File: src/rtl/lge_pkg.sv
// Package for the life grid engine: request codes, configuration indexes,
// default sizes and the command/status structs between controller and datapath.
// No dependencies.
package lge_pkg;

   // Field widths fixed by the interface
   localparam int REQ_W   = 2;
   localparam int COORD_W = 7;
   localparam int SIZE_W  = 8;
   localparam int CSR_IDX_W = 1;

   // Default grid storage, one side
   localparam int MAX_GRID_DEFAULT = 128;

   // Request codes
   localparam logic [REQ_W-1:0] REQ_WRITE  = 2'd0;
   localparam logic [REQ_W-1:0] REQ_TOGGLE = 2'd1;
   localparam logic [REQ_W-1:0] REQ_READ   = 2'd2;
   localparam logic [REQ_W-1:0] REQ_STEP   = 2'd3;

   // Configuration register indexes and reset values
   localparam logic [CSR_IDX_W-1:0] CSR_ACTIVE_COLS = 1'd0;
   localparam logic [CSR_IDX_W-1:0] CSR_ACTIVE_ROWS = 1'd1;
   localparam logic [SIZE_W-1:0]    ACTIVE_COLS_RESET = 8'd96;
   localparam logic [SIZE_W-1:0]    ACTIVE_ROWS_RESET = 8'd96;

   // Controller to datapath commands
   typedef struct packed {
      logic accept;      // latch request word, read its row
      logic clr_write;   // write a zero row during the clearing pass
      logic gen_start;   // clear upper window row, read row 0
      logic gen_prime;   // load row 0 into center of window
      logic gen_fetch;   // read row below the current one
      logic gen_calc;    // compute and write back current row, shift window
      logic gen_finish;  // load generation result word
      logic cell_finish; // update cell, load cell result word
   } cmd_type;

   // Datapath to controller status
   typedef struct packed {
      logic zero_size;   // no active cell
      logic last_row;    // row counter at last active row
      logic clr_last;    // clearing pass at last storage row
      logic out_busy;    // result word waiting and stalled
   } sts_type;

endpackage

File: src/rtl/lge_ctrl.sv
// Controller of the life grid engine: sequences reset clearing, cell
// requests and generation sweeps. Uses lge_pkg command and status structs.
module lge_ctrl (
   input  logic                       clock,
   input  logic                       reset,
   input  logic                       req_valid,
   input  logic [lge_pkg::REQ_W-1:0]  req_type,
   output logic                       req_stall,
   input  lge_pkg::sts_type           sts,
   output lge_pkg::cmd_type           cmd
);

   localparam logic [2:0] ST_CLEAR     = 3'd0;
   localparam logic [2:0] ST_IDLE      = 3'd1;
   localparam logic [2:0] ST_CELL      = 3'd2;
   localparam logic [2:0] ST_GEN_PRIME = 3'd3;
   localparam logic [2:0] ST_GEN_FETCH = 3'd4;
   localparam logic [2:0] ST_GEN_CALC  = 3'd5;
   localparam logic [2:0] ST_GEN_DONE  = 3'd6;

   logic [2:0] state_ff;
   logic [2:0] state_in;

   // Take request words only when idle
   assign req_stall = (state_ff != ST_IDLE);

   // Next state and commands
   always_comb begin
      state_in = state_ff;
      cmd      = '0;
      unique case (state_ff)
         ST_CLEAR: begin
            cmd.clr_write = 1'b1;
            if (sts.clr_last) begin
               state_in = ST_IDLE;
            end
         end
         ST_IDLE: begin
            if (req_valid) begin
               cmd.accept = 1'b1;
               if (req_type == lge_pkg::REQ_STEP) begin
                  cmd.gen_start = 1'b1;
                  state_in = sts.zero_size ? ST_GEN_DONE : ST_GEN_PRIME;
               end else begin
                  state_in = ST_CELL;
               end
            end
         end
         ST_CELL: begin
            if (!sts.out_busy) begin
               cmd.cell_finish = 1'b1;
               state_in = ST_IDLE;
            end
         end
         ST_GEN_PRIME: begin
            cmd.gen_prime = 1'b1;
            state_in = ST_GEN_FETCH;
         end
         ST_GEN_FETCH: begin
            cmd.gen_fetch = 1'b1;
            state_in = ST_GEN_CALC;
         end
         ST_GEN_CALC: begin
            cmd.gen_calc = 1'b1;
            state_in = sts.last_row ? ST_GEN_DONE : ST_GEN_FETCH;
         end
         ST_GEN_DONE: begin
            if (!sts.out_busy) begin
               cmd.gen_finish = 1'b1;
               state_in = ST_IDLE;
            end
         end
         default: begin
            state_in = ST_IDLE;
         end
      endcase
   end

   // Hold state; reset starts the clearing pass
   always_ff @(posedge clock) begin
      if (reset) begin
         state_ff <= ST_CLEAR;
      end else begin
         state_ff <= state_in;
      end
   end

`ifndef SYNTH
   // Only one source drives the row write port
   a_one_writer: assert property (@(posedge clock) disable iff (reset)
      $onehot0({cmd.clr_write, cmd.gen_calc, cmd.cell_finish}))
      else $error("more than one row write source");

   // A result word is loaded only when the output register can take it
   a_no_overrun: assert property (@(posedge clock) disable iff (reset)
      (cmd.cell_finish || cmd.gen_finish) |-> !sts.out_busy)
      else $error("result loaded over a stalled word");

   // The sweep ends after the last active row
   a_sweep_end: assert property (@(posedge clock) disable iff (reset)
      (state_ff == ST_GEN_CALC && sts.last_row) |=> (state_ff == ST_GEN_DONE))
      else $error("generation sweep did not finish at the last row");
`endif

endmodule

File: config.mk
export PLATFORM = sky130hd
export DESIGN_NAME = lge_ctrl
export DESIGN_NICKNAME = d
export VERILOG_FILES = /design/src/rtl/lge_pkg.sv /design/src/rtl/lge_ctrl.sv
export SDC_FILE = /design/constraint.sdc
export NUM_CORES = 1
export LEC_CHECK = 0
export BUFFER_PORTS_ARGS = -buffer_cell sky130_fd_sc_hd__buf_4
export CAP_MARGIN = 10
export CORE_AREA = 10 10 47 49
export DETAILED_ROUTE_END_ITERATION = 8
export DIE_AREA = 0 0 57 59
export RECOVER_POWER = 50
export REMOVE_ABC_BUFFERS = 1
export SLEW_MARGIN = 20
export SYNTH_ARGS = -nofsm -noshare
export SYNTH_HDL_FRONTEND = slang
export SYNTH_SLANG_ARGS = --single-unit
File: constraint.sdc
create_clock -name clock -period 2.3 [get_ports clock]
set_clock_uncertainty 0.15 [all_clocks]
set_input_delay 0.46 -clock clock [delete_from_list [all_inputs] [get_ports clock]]
set_output_delay 0.46 -clock clock [all_outputs]
set_load 0.03 [all_outputs]
After elaboration in Yosys (flattened, before gate mapping)
Cells that the tools add are included.
{"block": "totals", "ff_bits": 3, "inputBits": 9, "out_inout_bits": 9, "word_cells": 34}
{"block": "op_classes", "eq_ne": 11, "muxes": 19, "reduce_logical": 3}
{"op": "3-bit case mux with 6 select lines", "n": 1}
{"op": "3-bit two-way mux", "n": 5}
{"op": "1-bit two-way mux", "n": 12}
{"op": "3-bit == test (second input constant)", "n": 3}
{"op": "3-bit by 2-bit == test with 1-bit output (second input constant)", "n": 2}
{"op": "2-bit inequality test (second input constant)", "n": 3}
{"op": "3-bit by 1-bit == test with 1-bit output (second input constant)", "n": 1}
{"op": "3-bit zero test", "n": 1}
{"op": "3-bit by 1-bit inequality test with 1-bit output (second input constant)", "n": 1}
{"op": "3-bit AND reduction", "n": 1}
{"op": "2-bit == test (second input constant)", "n": 1}
{"op": "2-bit two-way mux", "n": 1}
{"op": "2-bit OR reduction", "n": 1}

Longest topological paths before layout
{"block": "logic_depth", "word_depth": 4, "mapped_depth": 4}

Least setup slack after synthesis
No wires, ideal clock.
{"block": "synth_timing", "kind": "register -> output", "start": "register state_ff[1]", "end": "output cmd[0] (netlist bit)", "arrival_time_ns": 1.561, "required_time_ns": 1.690, "setup_slack_ns": 0.129, "stages_incl_launch_ff": 3, "path_buffers": 1, "path_cell_list": "dfxtp_1 -> buf_2 -> nor4b_1"}
{"item": "start: declaration", "line": "lge_ctrl.sv:21", "text": "logic [2:0] state_ff;"}
{"item": "start signal: assignment", "line": "lge_ctrl.sv:84", "text": "state_ff <= state_in;"}
{"item": "end: declaration", "line": "lge_ctrl.sv:10", "text": "output lge_pkg::cmd_type cmd"}

==> results.yml <==
final_layout:
  largest_reg_flops: 3
  fin_util_pct: 28.7
  nets: 64
  top_regs: "state_ff: 3 flops"
  n_antenna_cell: 0
  layout-drive-gt1-share_pct: 35.2
  fin_area_um2: 403
  largest-register: "state_ff"
  syn_to_final_growth_pct: 54.1
run_status:
  status: "finished, final reports clean"
place:
  gp_congestion: 0.779
  placed_cell_area_um2: 388
  numPortBuffers: 17
  dpl_worst_slack_ps: 610
  dp_hpwl_um: 635
run:
  max_cap_violations: 0
clocking:
  postCtsHoldBufs: 0
  cts_root_buf: "clkbuf_4"
  cts.path.max_buffers: 2
  numCtsBuffers: 3
  clk_latency_ps: 240
  post_cts_resized: 0
  clock_sinks: 3
  cts_htree_levels: 1
  cts_setup_buffers: 0
  clkTransAtPathRegs_ps: 40
  cts_tree: "done"
worst_hold_path:
  whs_endpoint: "state_ff[2]"
  hold_path_startpoint: "reset"
  min_path_type: "in -> reg"
  whs_path_depth: 2
die:
  ios: 18
  dieArea_um2: 3360
  die_w_um: 57
  fp.coreArea_um2: 1400
  start_util_pct: 18.7
  rows: 14
  die_y_um: 59
detailed_routing:
  ant_nets: 0
  drt_iter0_markers: 3
  route.detailed.drc: 0
  routed_wl_um: 819
  vias: 301
  drtPass1Iterations: 4
  avgRoutedWirePerCell_um: 11.7
  viasPerCell: 4.30
sta:
  rsz0062_at_grt: "no"
  min_period_over_period_pct: 84.9
  max_freq_mhz: 512
  drv_slew: 0
  final_hold_viol_count: 0
  setup_slack_ps: 347
  relSlewSlack_pct: 73.0
  tightest_slew_ps: 405
  tns_ps: 0
  setup_viol: 0
  finalCriticalPeriod_ps: 1950
logic_synthesis:
  ys_async_sr_fraction_pct: 0
  yosysUniqueCellTypes: 22
  avgSynthCellArea_um2: 7.26
  synth_common_cells: "nand2_1 (5), a21oi_1 (3), dfxtp_1 (3), nor3_1 (3)"
  yosys.area.top_type: "dfxtp_1"
  synth_area_um2: 262
  synth_most_common_cell: "nand2_1"
  ys_top_cells_by_area: "dfxtp_1 (23%), nand2_1 (7.2%), a21oi_1 (5.7%)"
  synth-edff-count: 0
  syn_inst: 36
  synth_flop_cell: "dfxtp_1"
  synth_top_area_share_pct: 23.0
  ys_warn_count: 0
  ys_seq_elements: 3
  ys_seq_area_share_pct: 23.0
worst_setup_path:
  worstSetupEndpointType: "output pin"
  regToRegSetupSlack_ps: 920
  reg2reg_to: "state_ff[2]"
  path_class: "reg -> out"
  r2r_cells: 3
  r2r_start: "state_ff[0]"
  crit_required_ps: 1690
  critical_path_arrival_ps: 1340
  critPathMaxFanout: 12
  cp-start-kind: "flop"
power_and_ir_drop:
  p_leak_nw: 0.189
  irDropWorstVdd_uv: 184
  powerDensity_nw_per_um2: 565
grt:
  grt_start_max_net_pins: 15
  gr-total-overflow: 0
  grt_first_pass_wirelength_um: 1260
  grt_pass1_vias: 297
  grtUsageTotal_pct: 4.84
  grt_antenna_before_repair: 0
[cell families after synthesis]
logic type,count (synthesis),share of synthesized area [%]
simple gates,20,45.9
compound gates,7,15.8
mux,1,4.31
buf+inv,5,11.0
flops,3,23.0
[critical path: stages, from the launching register on]
cell	delay (ps)
dfxtp_1	560
nand2_4	80
nor3_1	130
clkbuf_1	340
[power by group]
part / total [W] / switching, W / internal (W)
logic: 0.0000630 / 0.0000362 / 0.0000268
clock network: 0.0000954 / 0.0000302 / 0.0000652
registers: 0.0000691 / 0.0000127 / 0.0000564
[how the worst max path moves through the flow]
stage	startpoint	endpoint	slack, ps	depth (start not counted)
3_3_place_gp	state_ff[1]	cmd[1]	640	3
2_1_floorplan	state_ff[1]	cmd[0]	150	1
5_1_grt	state_ff[1]	cmd[1]	210	3
3_5_place_dp	state_ff[1]	cmd[1]	610	3
4_1_cts	state_ff[1]	cmd[1]	350	3
6_report	state_ff[0]	cmd[7]	350	3
[area by class of cell]
| type | instances | area (µm²) |
|---|---|---|
| clock buffers | 4 | 26.3 |
| fillers | 167 | 998 |
| inverters | 2 | 7.51 |
| multi-input cells | 28 | 173 |
| flip-flops and latches | 3 | 60.1 |
| well taps | 16 | 20.0 |
| repair buffers | 17 | 116 |
[per-layer routing]
layer / share of wire, % / GRT usage (%) / wire [µm]
met5: 0 / 0 / 0
met4: 2.0 / 6.04 / 16
met3: 6.5 / 1.50 / 53
met2: 42 / 5.74 / 343
met1: 50 / 5.94 / 406
[metrics by stage]
step                power [W]  hold slack [ps]  instances
CTS                  0.000238              240         70
detailed placement   0.000140              474         66
finish               0.000228              247         70
global route         0.000242              253         70
floorplan            0.000107              379         33
global placement     0.000140              468         66
[layout by cell type (no fill, tap or decap)]
cell,count
mux2_2,1
nand2_1,5
nor4b_1,1
and2b_1,1
and4b_1,1
o2111ai_1,1
nor2b_1,1
or4_1,1
dfxtp_1,3
a21oi_1,3
buf_4,14
nor2_1,2
inv_1,2
nand2_4,1
clkbuf_4,3
o21ai_0,2
and2_1,1
clkbuf_1,4
nor3_1,3
a21o_1,1
nand3b_1,1
nor3b_1,1
nor4_1,1
No activity file was read; power rests on OpenSTA's default activity.
